$ cat config.mk
export PLATFORM = sky130hd
export DESIGN_NAME = bounded_array_list_store_flat
export DESIGN_NICKNAME = d
export VERILOG_FILES = /design/src/bals_pkg.sv /design/src/bals_if.sv /design/src/bals_ram.sv /design/src/bals_seq.sv /design/src/bounded_array_list_store.sv /design/src/flat_wrapper.sv
export SDC_FILE = /design/constraint.sdc
export NUM_CORES = 2
export LEC_CHECK = 0
export ABC_AREA = 1
export BUFFER_PORTS_ARGS = -buffer_cell sky130_fd_sc_hd__buf_4
export CAP_MARGIN = 10
export CORE_ASPECT_RATIO = 1.25
export CORE_MARGIN = 4
export CORE_UTILIZATION = 40
export CTS_CLUSTER_DIAMETER = 200
export DETAILED_ROUTE_END_ITERATION = 8
export SLEW_MARGIN = 20
export SYNTH_ARGS = -nofsm -noshare
export SYNTH_HDL_FRONTEND = slang
export SYNTH_SLANG_ARGS = --single-unit
$ cat constraint.sdc
create_clock -name clk -period 13.1 [get_ports clk]
set_input_delay 0 -clock clk [delete_from_list [all_inputs] [get_ports clk]]
set_output_delay 0 -clock clk [all_outputs]
set_load 0.01 [all_outputs]
$ cat src/bals_pkg.sv
// shared types and constants of the bounded list store
package bals_pkg;

    localparam int CMD_W  = 4;
    localparam int POS_W  = 6;
    localparam int WORD_W = 32;
    localparam int TLEN_W = 7;
    localparam int STAT_W = 3;

    typedef enum logic [CMD_W-1:0] {
        CMD_READ   = 4'd0,
        CMD_WRITE  = 4'd1,
        CMD_PUSH   = 4'd2,
        CMD_POP    = 4'd3,
        CMD_INSERT = 4'd4,
        CMD_ERASE  = 4'd5,
        CMD_CLEAR  = 4'd6,
        CMD_RESIZE = 4'd7,
        CMD_ASSIGN = 4'd8
    } bals_op_t;

    typedef enum logic [STAT_W-1:0] {
        ST_OK     = 3'd0,
        ST_RANGE  = 3'd1,
        ST_FULL   = 3'd2,
        ST_BADLEN = 3'd3,
        ST_EMPTY  = 3'd4
    } bals_status_t;

    typedef enum logic [2:0] {
        S_IDLE,
        S_RDWAIT,
        S_MOVE_RD,
        S_MOVE_WR,
        S_PUT,
        S_FILL,
        S_DONE
    } bals_state_t;

    typedef struct packed {
        logic [CMD_W-1:0]         command;
        logic [POS_W-1:0]         position;
        logic signed [WORD_W-1:0] word_value;
        logic [TLEN_W-1:0]        target_length;
    } bals_cmd_t;

    typedef struct packed {
        logic signed [WORD_W-1:0] read_word;
        logic [TLEN_W-1:0]        length_now;
        bals_status_t             status;
        logic                     is_empty;
    } bals_result_t;

    typedef struct packed {
        logic idle;
        logic res_load;
    } bals_seq_stat_t;

endpackage

$ cat src/bals_if.sv
// command and result channel interfaces of the bounded list store
interface bals_cmd_if;
    logic                              valid;
    logic                              ready;
    logic [bals_pkg::CMD_W-1:0]        command;
    logic [bals_pkg::POS_W-1:0]        position;
    logic signed [bals_pkg::WORD_W-1:0] word_value;
    logic [bals_pkg::TLEN_W-1:0]       target_length;

    modport source (output valid, command, position, word_value, target_length,
                    input ready);
    modport sink (input valid, command, position, word_value, target_length,
                  output ready);
endinterface

interface bals_res_if;
    logic                              valid;
    logic                              ready;
    logic signed [bals_pkg::WORD_W-1:0] read_word;
    logic [bals_pkg::TLEN_W-1:0]       length_now;
    logic [bals_pkg::STAT_W-1:0]       status;
    logic                              is_empty;

    modport source (output valid, read_word, length_now, status, is_empty,
                    input ready);
    modport sink (input valid, read_word, length_now, status, is_empty,
                  output ready);
endinterface

$ cat src/bals_ram.sv
// generic single-write, single-read ram with registered read data
module bals_ram #(
    parameter int WIDTH = 32,
    parameter int DEPTH = 64
) (
    input  logic                     clk,
    input  logic                     we,
    input  logic [$clog2(DEPTH)-1:0] waddr,
    input  logic [WIDTH-1:0]         wdata,
    input  logic [$clog2(DEPTH)-1:0] raddr,
    output logic [WIDTH-1:0]         rdata
);

    logic [WIDTH-1:0] mem [DEPTH];
    logic [WIDTH-1:0] rdata_reg;

    always_ff @(posedge clk)
    begin
        if (we)
        begin
            mem[waddr] <= wdata;
        end
        rdata_reg <= mem[raddr];
    end

    assign rdata = rdata_reg;

endmodule

$ cat src/bals_seq.sv
// command sequencer with the shared index step and compare unit
module bals_seq #(
    parameter int MAX_ENTRIES = 64,
    parameter int WORD_BITS   = 32
) (
    input  logic                           clk,
    input  logic                           rst_n,
    input  logic                           start,
    input  bals_pkg::bals_cmd_t            cmd_word,
    input  logic                           out_free,
    output bals_pkg::bals_seq_stat_t       stat,
    output bals_pkg::bals_result_t         result,
    output logic                           mem_we,
    output logic [$clog2(MAX_ENTRIES)-1:0] mem_waddr,
    output logic [WORD_BITS-1:0]           mem_wdata,
    output logic [$clog2(MAX_ENTRIES)-1:0] mem_raddr,
    input  logic [WORD_BITS-1:0]           mem_rdata
);

    localparam int AW = $clog2(MAX_ENTRIES);
    localparam int LW = $clog2(MAX_ENTRIES + 1);
    localparam int CW = (LW > bals_pkg::TLEN_W) ? LW : bals_pkg::TLEN_W;
    localparam int OW = bals_pkg::TLEN_W;
    localparam int DW = bals_pkg::WORD_W;
    localparam logic [CW-1:0] MAX_C = CW'(MAX_ENTRIES);
    localparam logic [CW-1:0] ONE_C = CW'(1);

    bals_pkg::bals_state_t  state_reg, state_next;
    bals_pkg::bals_status_t status_reg, status_next;
    logic [CW-1:0]        idx_reg, idx_next;
    logic [CW-1:0]        lim_reg, lim_next;
    logic [LW-1:0]        len_reg, len_next;
    logic [WORD_BITS-1:0] fill_reg, fill_next;
    logic [DW-1:0]        rd_reg, rd_next;
    logic                 down_reg, down_next;

    logic [CW-1:0]        pos_ext, len_ext, tlen_ext, nbr;
    logic                 last;
    logic                 bad_len;
    logic [WORD_BITS-1:0] val_conv;

    assign pos_ext  = CW'(cmd_word.position);
    assign len_ext  = CW'(len_reg);
    assign tlen_ext = CW'(cmd_word.target_length);
    assign bad_len  = (tlen_ext == '0) || (tlen_ext > MAX_C);
    assign val_conv = WORD_BITS'(cmd_word.word_value);

    // shared step and compare
    assign nbr  = down_reg ? (idx_reg - ONE_C) : (idx_reg + ONE_C);
    assign last = (nbr == lim_reg);

    always_ff @(posedge clk or negedge rst_n)
    begin
        if (!rst_n)
        begin
            state_reg <= bals_pkg::S_IDLE;
            len_reg   <= '0;
        end
        else
        begin
            state_reg <= state_next;
            len_reg   <= len_next;
        end
    end

    always_ff @(posedge clk)
    begin
        status_reg <= status_next;
        idx_reg    <= idx_next;
        lim_reg    <= lim_next;
        fill_reg   <= fill_next;
        rd_reg     <= rd_next;
        down_reg   <= down_next;
    end

    always_comb
    begin
        state_next    = state_reg;
        status_next   = status_reg;
        idx_next      = idx_reg;
        lim_next      = lim_reg;
        len_next      = len_reg;
        fill_next     = fill_reg;
        rd_next       = rd_reg;
        down_next     = down_reg;
        mem_we        = 1'b0;
        mem_waddr     = idx_reg[AW-1:0];
        mem_wdata     = fill_reg;
        mem_raddr     = nbr[AW-1:0];
        stat.idle     = 1'b0;
        stat.res_load = 1'b0;

        case (state_reg)
            bals_pkg::S_IDLE:
            begin
                stat.idle = 1'b1;
                mem_raddr = pos_ext[AW-1:0];
                if (start)
                begin
                    rd_next     = '0;
                    status_next = bals_pkg::ST_OK;
                    fill_next   = val_conv;
                    state_next  = bals_pkg::S_DONE;
                    case (bals_pkg::bals_op_t'(cmd_word.command))
                        bals_pkg::CMD_READ:
                        begin
                            if (pos_ext < len_ext)
                                state_next = bals_pkg::S_RDWAIT;
                            else
                                status_next = bals_pkg::ST_RANGE;
                        end
                        bals_pkg::CMD_WRITE:
                        begin
                            if (pos_ext < len_ext)
                            begin
                                mem_we    = 1'b1;
                                mem_waddr = pos_ext[AW-1:0];
                                mem_wdata = val_conv;
                            end
                            else
                                status_next = bals_pkg::ST_RANGE;
                        end
                        bals_pkg::CMD_PUSH:
                        begin
                            if (len_ext >= MAX_C)
                                status_next = bals_pkg::ST_FULL;
                            else
                            begin
                                mem_we    = 1'b1;
                                mem_waddr = len_ext[AW-1:0];
                                mem_wdata = val_conv;
                                len_next  = LW'(len_ext + ONE_C);
                            end
                        end
                        bals_pkg::CMD_POP:
                        begin
                            if (len_ext == '0)
                                status_next = bals_pkg::ST_EMPTY;
                            else
                                len_next = LW'(len_ext - ONE_C);
                        end
                        bals_pkg::CMD_INSERT:
                        begin
                            if (len_ext >= MAX_C)
                                status_next = bals_pkg::ST_FULL;
                            else if (pos_ext > len_ext)
                                status_next = bals_pkg::ST_RANGE;
                            else
                            begin
                                len_next = LW'(len_ext + ONE_C);
                                if (pos_ext == len_ext)
                                begin
                                    mem_we    = 1'b1;
                                    mem_waddr = pos_ext[AW-1:0];
                                    mem_wdata = val_conv;
                                end
                                else
                                begin
                                    // shift the tail up, top entry first
                                    idx_next   = len_ext;
                                    lim_next   = pos_ext;
                                    down_next  = 1'b1;
                                    state_next = bals_pkg::S_MOVE_RD;
                                end
                            end
                        end
                        bals_pkg::CMD_ERASE:
                        begin
                            if (pos_ext >= len_ext)
                                status_next = bals_pkg::ST_RANGE;
                            else
                            begin
                                len_next = LW'(len_ext - ONE_C);
                                if ((pos_ext + ONE_C) != len_ext)
                                begin
                                    // shift the tail down, lowest entry first
                                    idx_next   = pos_ext;
                                    lim_next   = len_ext - ONE_C;
                                    down_next  = 1'b0;
                                    state_next = bals_pkg::S_MOVE_RD;
                                end
                            end
                        end
                        bals_pkg::CMD_CLEAR:
                        begin
                            len_next = '0;
                        end
                        bals_pkg::CMD_RESIZE:
                        begin
                            if (bad_len)
                                status_next = bals_pkg::ST_BADLEN;
                            else
                            begin
                                len_next = LW'(tlen_ext);
                                if (tlen_ext > len_ext)
                                begin
                                    idx_next   = len_ext;
                                    lim_next   = tlen_ext;
                                    fill_next  = '0;
                                    down_next  = 1'b0;
                                    state_next = bals_pkg::S_FILL;
                                end
                            end
                        end
                        bals_pkg::CMD_ASSIGN:
                        begin
                            if (bad_len)
                                status_next = bals_pkg::ST_BADLEN;
                            else
                            begin
                                len_next   = LW'(tlen_ext);
                                idx_next   = '0;
                                lim_next   = tlen_ext;
                                down_next  = 1'b0;
                                state_next = bals_pkg::S_FILL;
                            end
                        end
                        default:
                        begin
                            status_next = bals_pkg::ST_OK;
                        end
                    endcase
                end
            end
            bals_pkg::S_RDWAIT:
            begin
                rd_next    = DW'(mem_rdata);
                state_next = bals_pkg::S_DONE;
            end
            bals_pkg::S_MOVE_RD:
            begin
                state_next = bals_pkg::S_MOVE_WR;
            end
            bals_pkg::S_MOVE_WR:
            begin
                mem_we    = 1'b1;
                mem_wdata = mem_rdata;
                idx_next  = nbr;
                if (!last)
                    state_next = bals_pkg::S_MOVE_RD;
                else if (down_reg)
                    state_next = bals_pkg::S_PUT;
                else
                    state_next = bals_pkg::S_DONE;
            end
            bals_pkg::S_PUT:
            begin
                mem_we     = 1'b1;
                mem_waddr  = lim_reg[AW-1:0];
                state_next = bals_pkg::S_DONE;
            end
            bals_pkg::S_FILL:
            begin
                mem_we   = 1'b1;
                idx_next = nbr;
                if (last)
                    state_next = bals_pkg::S_DONE;
            end
            bals_pkg::S_DONE:
            begin
                stat.res_load = out_free;
                if (out_free)
                    state_next = bals_pkg::S_IDLE;
            end
            default:
            begin
                state_next = bals_pkg::S_IDLE;
            end
        endcase
    end

    assign result.read_word  = rd_reg;
    assign result.length_now = OW'(len_reg);
    assign result.status     = status_reg;
    assign result.is_empty   = (len_reg == '0);

endmodule

$ cat src/bounded_array_list_store.sv
// top level of the bounded list store: channels, result register, sequencer and ram
//
//  channel | dir | word contents                                   | handshake
//  cmd     | in  | command, position, word_value, target_length    | valid/ready
//  res     | out | read_word, length_now, status, is_empty          | valid/ready
//
// one command at a time; ready only while the sequencer is idle
// read waits on the registered ram data before its result; write/push/pop/clear
// and rejects go straight to done; insert and erase move any tail entries one at
// a time, a read then a write each, over the single ram write port and shared
// index step, and insert then puts the new word; a fill writes one entry per step
// reset clears only the length and control; list entries need no clearing pass
// a result waiting in the output register does not stop the next command
// from being taken; the sequencer holds its finish until the register frees
module bounded_array_list_store #(
    parameter int MAX_ENTRIES = 64,
    parameter int WORD_BITS   = 32
) (
    input logic        clk,
    input logic        rst_n,
    bals_cmd_if.sink   cmd,
    bals_res_if.source res
);

    localparam int AW = $clog2(MAX_ENTRIES);

    bals_pkg::bals_cmd_t      cmd_word;
    bals_pkg::bals_seq_stat_t stat;
    bals_pkg::bals_result_t   result;
    bals_pkg::bals_result_t   res_reg;
    logic                     out_valid_reg, out_valid_next;
    logic                     out_free;

    logic                 mem_we;
    logic [AW-1:0]        mem_waddr;
    logic [AW-1:0]        mem_raddr;
    logic [WORD_BITS-1:0] mem_wdata;
    logic [WORD_BITS-1:0] mem_rdata;

    // incoming command word
    assign cmd_word.command       = cmd.command;
    assign cmd_word.position      = cmd.position;
    assign cmd_word.word_value    = cmd.word_value;
    assign cmd_word.target_length = cmd.target_length;

    assign cmd.ready = stat.idle;

    // output register is free when empty or being drained this cycle
    assign out_free = !out_valid_reg || res.ready;

    bals_seq #(
        .MAX_ENTRIES (MAX_ENTRIES),
        .WORD_BITS   (WORD_BITS)
    ) u_seq (
        .clk       (clk),
        .rst_n     (rst_n),
        .start     (cmd.valid && stat.idle),
        .cmd_word  (cmd_word),
        .out_free  (out_free),
        .stat      (stat),
        .result    (result),
        .mem_we    (mem_we),
        .mem_waddr (mem_waddr),
        .mem_wdata (mem_wdata),
        .mem_raddr (mem_raddr),
        .mem_rdata (mem_rdata)
    );

    // list entries, one word per entry
    bals_ram #(
        .WIDTH (WORD_BITS),
        .DEPTH (MAX_ENTRIES)
    ) u_ram (
        .clk   (clk),
        .we    (mem_we),
        .waddr (mem_waddr),
        .wdata (mem_wdata),
        .raddr (mem_raddr),
        .rdata (mem_rdata)
    );

    // result register: load wins over drain
    always_comb
    begin
        out_valid_next = out_valid_reg;
        if (stat.res_load)
            out_valid_next = 1'b1;
        else if (res.ready)
            out_valid_next = 1'b0;
    end

    always_ff @(posedge clk or negedge rst_n)
    begin
        if (!rst_n)
            out_valid_reg <= 1'b0;
        else
            out_valid_reg <= out_valid_next;
    end

    always_ff @(posedge clk)
    begin
        if (stat.res_load)
            res_reg <= result;
    end

    assign res.valid      = out_valid_reg;
    assign res.read_word  = res_reg.read_word;
    assign res.length_now = res_reg.length_now;
    assign res.status     = res_reg.status;
    assign res.is_empty   = res_reg.is_empty;

endmodule

$ cat src/flat_wrapper.sv
// flat-port wrapper written by rule: the top's interface ports become plain ports
module bounded_array_list_store_flat 
#(
    parameter int MAX_ENTRIES = 64,
    parameter int WORD_BITS   = 32
)
  (clk, rst_n, cmd_valid, cmd_command, cmd_position, cmd_word_value, cmd_target_length, cmd_ready, res_valid, res_read_word, res_length_now, res_status, res_is_empty, res_ready);
  bals_cmd_if cmd_i ();
  bals_res_if res_i ();
  input logic clk;
  input logic rst_n;
  input wire logic [$bits(cmd_i.valid)-1:0] cmd_valid;
  input wire logic [$bits(cmd_i.command)-1:0] cmd_command;
  input wire logic [$bits(cmd_i.position)-1:0] cmd_position;
  input wire logic [$bits(cmd_i.word_value)-1:0] cmd_word_value;
  input wire logic [$bits(cmd_i.target_length)-1:0] cmd_target_length;
  output wire logic [$bits(cmd_i.ready)-1:0] cmd_ready;
  output wire logic [$bits(res_i.valid)-1:0] res_valid;
  output wire logic [$bits(res_i.read_word)-1:0] res_read_word;
  output wire logic [$bits(res_i.length_now)-1:0] res_length_now;
  output wire logic [$bits(res_i.status)-1:0] res_status;
  output wire logic [$bits(res_i.is_empty)-1:0] res_is_empty;
  input wire logic [$bits(res_i.ready)-1:0] res_ready;
  assign cmd_i.valid = cmd_valid;
  assign cmd_i.command = cmd_command;
  assign cmd_i.position = cmd_position;
  assign cmd_i.word_value = cmd_word_value;
  assign cmd_i.target_length = cmd_target_length;
  assign cmd_ready = cmd_i.ready;
  assign res_valid = res_i.valid;
  assign res_read_word = res_i.read_word;
  assign res_length_now = res_i.length_now;
  assign res_status = res_i.status;
  assign res_is_empty = res_i.is_empty;
  assign res_i.ready = res_ready;
  bounded_array_list_store #(.MAX_ENTRIES(MAX_ENTRIES), .WORD_BITS(WORD_BITS)) u_core (.clk(clk), .rst_n(rst_n), .cmd(cmd_i), .res(res_i));
endmodule
==> impl.org <==
** Outcome
- The flow ran to the end, and the final reports show no timing, DRC or antenna violations.

** Route
- First DRT Iteration DRCs :: 6684
- Dividing the detail-routed via count by the number of cells gives 5.43.
- Before antenna repair, the detailed router went through 7 iterations.
- Across all layers, the routed design uses 61700 vias.
- Number of remaining DRC errors :: 0
- Average wire per cell in the routed design :: 25.3 µm
- Wires add up to 287000 µm.
- Count of nets left with antenna violations after detail routing :: 0

** Timing
- The count of final hold-check violations is 0.
- For the final database, setup skew stands at 0.0927 ns.
- Transition at the pin with the smallest max-transition slack :: 1.21 ns
- Setup repair after global routing left no endpoint under its margin.
- Static timing analysis puts the maximum clock frequency at 168 MHz.
- Aggregate negative setup slack :: 0 ns
- The count of final max-slew check failures was 0.
- Tmin final :: 5.95 ns
- Normalized max-slew margin :: 19.3%
- Of the available clock period, the critical path in the final layout requires 45.4%.
- Setup violations remaining at the end of the flow were counted as 0.
- On the final layout, the worst hold slack is 0.0496 ns.

** Synth
- Synthesis instantiated 48 different standard cells from the library.
- Dividing the synthesized area by the synthesized cell count gives 11.6 µm².
- Number of flops mapped to enable cells by yosys :: 2173
- The cell area that synthesis handed to floorplanning was 93200 µm².
- Portion of the post-synthesis area used by sequential elements :: 71.0%
- Of all flip-flops after synthesis, the portion carrying an async set or reset was 0.496%.
- Number of storage elements in the synthesis netlist :: 2216
- Net count after synthesis :: 8109
- The cell count after synthesis came out at 8034.
- Yosys printed 0 warnings.
- In the synthesized netlist the dominant register cell turns out to be edfxtp_1.

** Power
- The worst-case IR drop observed on VDD is 570 µV.
- Switching power total :: 13.6 mW
- Internal portion of total power :: 15.9 mW
- In this run the power density over the cells is 279 nW/µm².
- PnR Total Power :: 29.5 mW
- Sequential cells account for 33.4% of the total power.
- Leakage :: 39.1 nW
- Fraction of power consumed by combinational cells :: 46.2%
- Of the total power, the clock network draws 20.4%.
- Net switching is 46.0% of the power.

** Floorplanning
- Floorplan core area :: 231000 µm²
- The die is 440 µm wide.
- The die covers 241000 µm².
- Number of primary I/O pins :: 98
- Placement row count :: 197
- Effective utilization at floorplan :: 40.3%
- Chip height :: 548 µm

** Place
- Port buffering added 97 buffers.
- Detailed placement finished with a half-perimeter wire length of 166000 µm.
- Once placement finished, the instance area stood at 98000 µm².
- At the end of routability-driven placement, the weighted congestion stood at 0.912.

** Global routing
- GR Util All Layers :: 23.2%
- In the global route stage, met3 resource usage came out at 3.69%.
- Via count of the first global-routing pass :: 58200
- In this run the most used layer during global routing was met2.
- The first global-routing pass estimated 412000 µm of wire.
- Met1 layer usage reported by global route :: 28.5%
- Entering global routing, the biggest net connects 234 pins.
- Initial antenna violation count :: 10
- The total overflow left after global routing is 0.
- Met2 track demand over resource in global routing :: 38.3%

** Clock network
- CTS HTree Levels :: 4
- Setup Buffers After CTS :: 0
- Gates resized during post-CTS repair numbered 0.
- Cell at the root of the clock tree :: clkbuf_16
- TritonCTS built the clock tree.
- Clock insertion delay at the later pin of the skew report :: 0.91 ns
- Inserted Clock Buffers :: 213
- CTS clock-pin slew for the worst setup and hold paths :: 0.07 ns
- The tree built by TritonCTS fans out to 2216 sinks.
- CTS Buffer Depth :: 4

** Hold path
- Worst hold endpoint :: u_core.u_seq.fill_reg[17]
- Cell count of the worst hold path :: 4
- The min-delay analysis places its worst path in the category in2reg.
- The startpoint identified for the worst hold timing path is cmd_word_value[17].

** Worst setup path
- Setup slack on the worst reg-to-reg path comes out at 7.15 ns.
- Crit path capture type :: flip-flop
- In this run the worst path has a maximum fanout of 193.
- The worst setup path is launched from a flip-flop.
- For the worst flop-to-flop path, the logic depth is 16.
- The critical path is of the reg2reg type.
- STA puts the critical path data required time at 13.81 ns.
- Data arrives at the worst endpoint at 6.65 ns.
- Worst reg2reg startpoint :: u_core.u_seq.state_reg[0]
- Critical R2R Capture :: u_core.u_ram.rdata[30]

** Cells and area
- Compared with the post-synthesis result, the final layout area differs by 13.6%.
- Final Net Count :: 8179
- Once layout is done, the placed cells without fillers occupy 106000 µm².
- Count of fill cells added during filler insertion :: 20800
- The register with the most flip-flops in the layout has 2048 of them.
- Register with the most flip-flops :: u_core.u_ram.mem
- Ratio of cells with drive above 1 in the final layout :: 8.02%

** Run
- Across the run, the number of max-cap violations was 0.
## worst max path at each step
stage	from	endpoint	slack [ns]
after floorplan	u_core.u_seq.len_ext[3]	u_core.u_ram.mem[15][0]	8.90
after global placement	u_core.u_seq.state_reg[0]	u_core.u_ram.rdata[30]	7.31
after detailed placement	u_core.u_seq.state_reg[0]	u_core.u_ram.rdata[30]	7.26
after CTS	u_core.u_seq.state_reg[0]	u_core.u_ram.rdata[30]	7.20
after global routing	u_core.u_seq.state_reg[0]	u_core.u_ram.rdata[30]	6.85
final	u_core.u_seq.state_reg[0]	u_core.u_ram.rdata[30]	7.15
## layout make-up
cell class	count	area (µm²)	area share, %
flip-flops and latches	2216	66200	62.5
clock buffers	267	5660	5.35
diodes	3	7.51	0.00709
repair buffers	332	3190	3.01
inverters	1027	3870	3.66
multi-input cells	4314	22100	20.9
clock inverters	111	1000	0.946
well taps	3084	3860	3.65
## worst max-delay path: stages, from the launching register on
cell and delay, ns:
dfrtp_1 0.46, inv_2 0.12, nand2_2 0.09, nor2_4 0.10, buf_4 0.50, nand2_1 0.19
nand2_4 0.35, buf_12 0.59, buf_12 0.69, buf_4 0.82, nand2_1 0.12, nand3_1 0.13
nand3_1 0.16, nand3_1 0.24, nand3_1 0.44, nand3_1 0.32, nand2_1 0.07
## logic make-up after synthesis
kind of cell / after synthesis / share of synthesized area [%]
fa+ha+maj: 22 / 0.303
flops: 2216 / 71.0
buf+inv: 1504 / 6.50
compound gates: 859 / 6.55
xor+xnor: 20 / 0.188
simple gates: 3413 / 15.5
## metal layers
layer / vias up / wire (µm)
met3: 596 / 22000
met4: 0 / 21800
met1: 30300 / 107000
li1: 28100 / -
met2: 2678 / 137000
met5: - / 0
## Yosys cell counts, types with 31 or more instances
cell type  instances  area (µm²)
edfxtp_1        2173       65300
nand2_1         2048        7690
nand3_1         1130        5660
inv_1           1016        3810
o211ai_1         654        4910
buf_2            306        1530
nor2_1           176         661
o21ai_0          134         671
clkbuf_1         129         484
buf_1             35         131
dfxtp_1           32         641
o2111ai_1         31         272
## stage by stage
stage               utilization, %  instances  setup slack (ns)
floorplan                        -       8034              8.90
detailed placement            42.4      10900              7.26
global route                  45.8      11400              6.85
global placement              42.3      10900              7.31
finish                        45.8      11400              7.15
CTS                           45.7      11300              7.20
## power groups by stage
stage | clock (mW) | sequential (mW) | combinational [mW]
2_1_floorplan | 0 | 9.98 | 7.50
3_5_place_dp | 0 | 10.0 | 13.6
3_3_place_gp | 0 | 10.0 | 13.5
5_1_grt | 6.42 | 9.88 | 14.4
6_report | 6.03 | 9.86 | 13.6
4_1_cts | 6.12 | 9.85 | 13.6
## repair_timing
action                                 4_1_cts  5_1_grt
hold buffers                                92        0
endpoints found under the hold margin      205        0
setup endpoints to repair                    0        0
## cell usage in the layout (no fill, tap or decap), types with 9 or more instances in the layout
cell type / netlist / layout
xor2_1: 15 / 15
dfxtp_1: 32 / 32
nand4_1: 19 / 19
nor2_4: 2 / 68
buf_4: 5 / 208
nor3_1: 13 / 13
bufinv_16: 0 / 18
nor2_1: 176 / 111
o2111ai_4: 0 / 31
nand2_1: 2048 / 2046
dlygate4sd3_1: 0 / 92
nand3_1: 1130 / 1130
clkinv_2: 0 / 31
o21ai_0: 134 / 132
o22ai_1: 9 / 9
a21oi_1: 15 / 15
o211ai_1: 654 / 654
clkinv_1: 2 / 50
dfrtp_1: 11 / 11
inv_2: 9 / 9
buf_12: 0 / 20
edfxtp_1: 2173 / 2173
ha_1: 21 / 21
clkbuf_8: 0 / 11
inv_1: 1016 / 1013
buf_16: 0 / 10
clkbuf_16: 0 / 214
clkbuf_1: 129 / 42
Note: power is estimated with default switching activity, not from simulation.
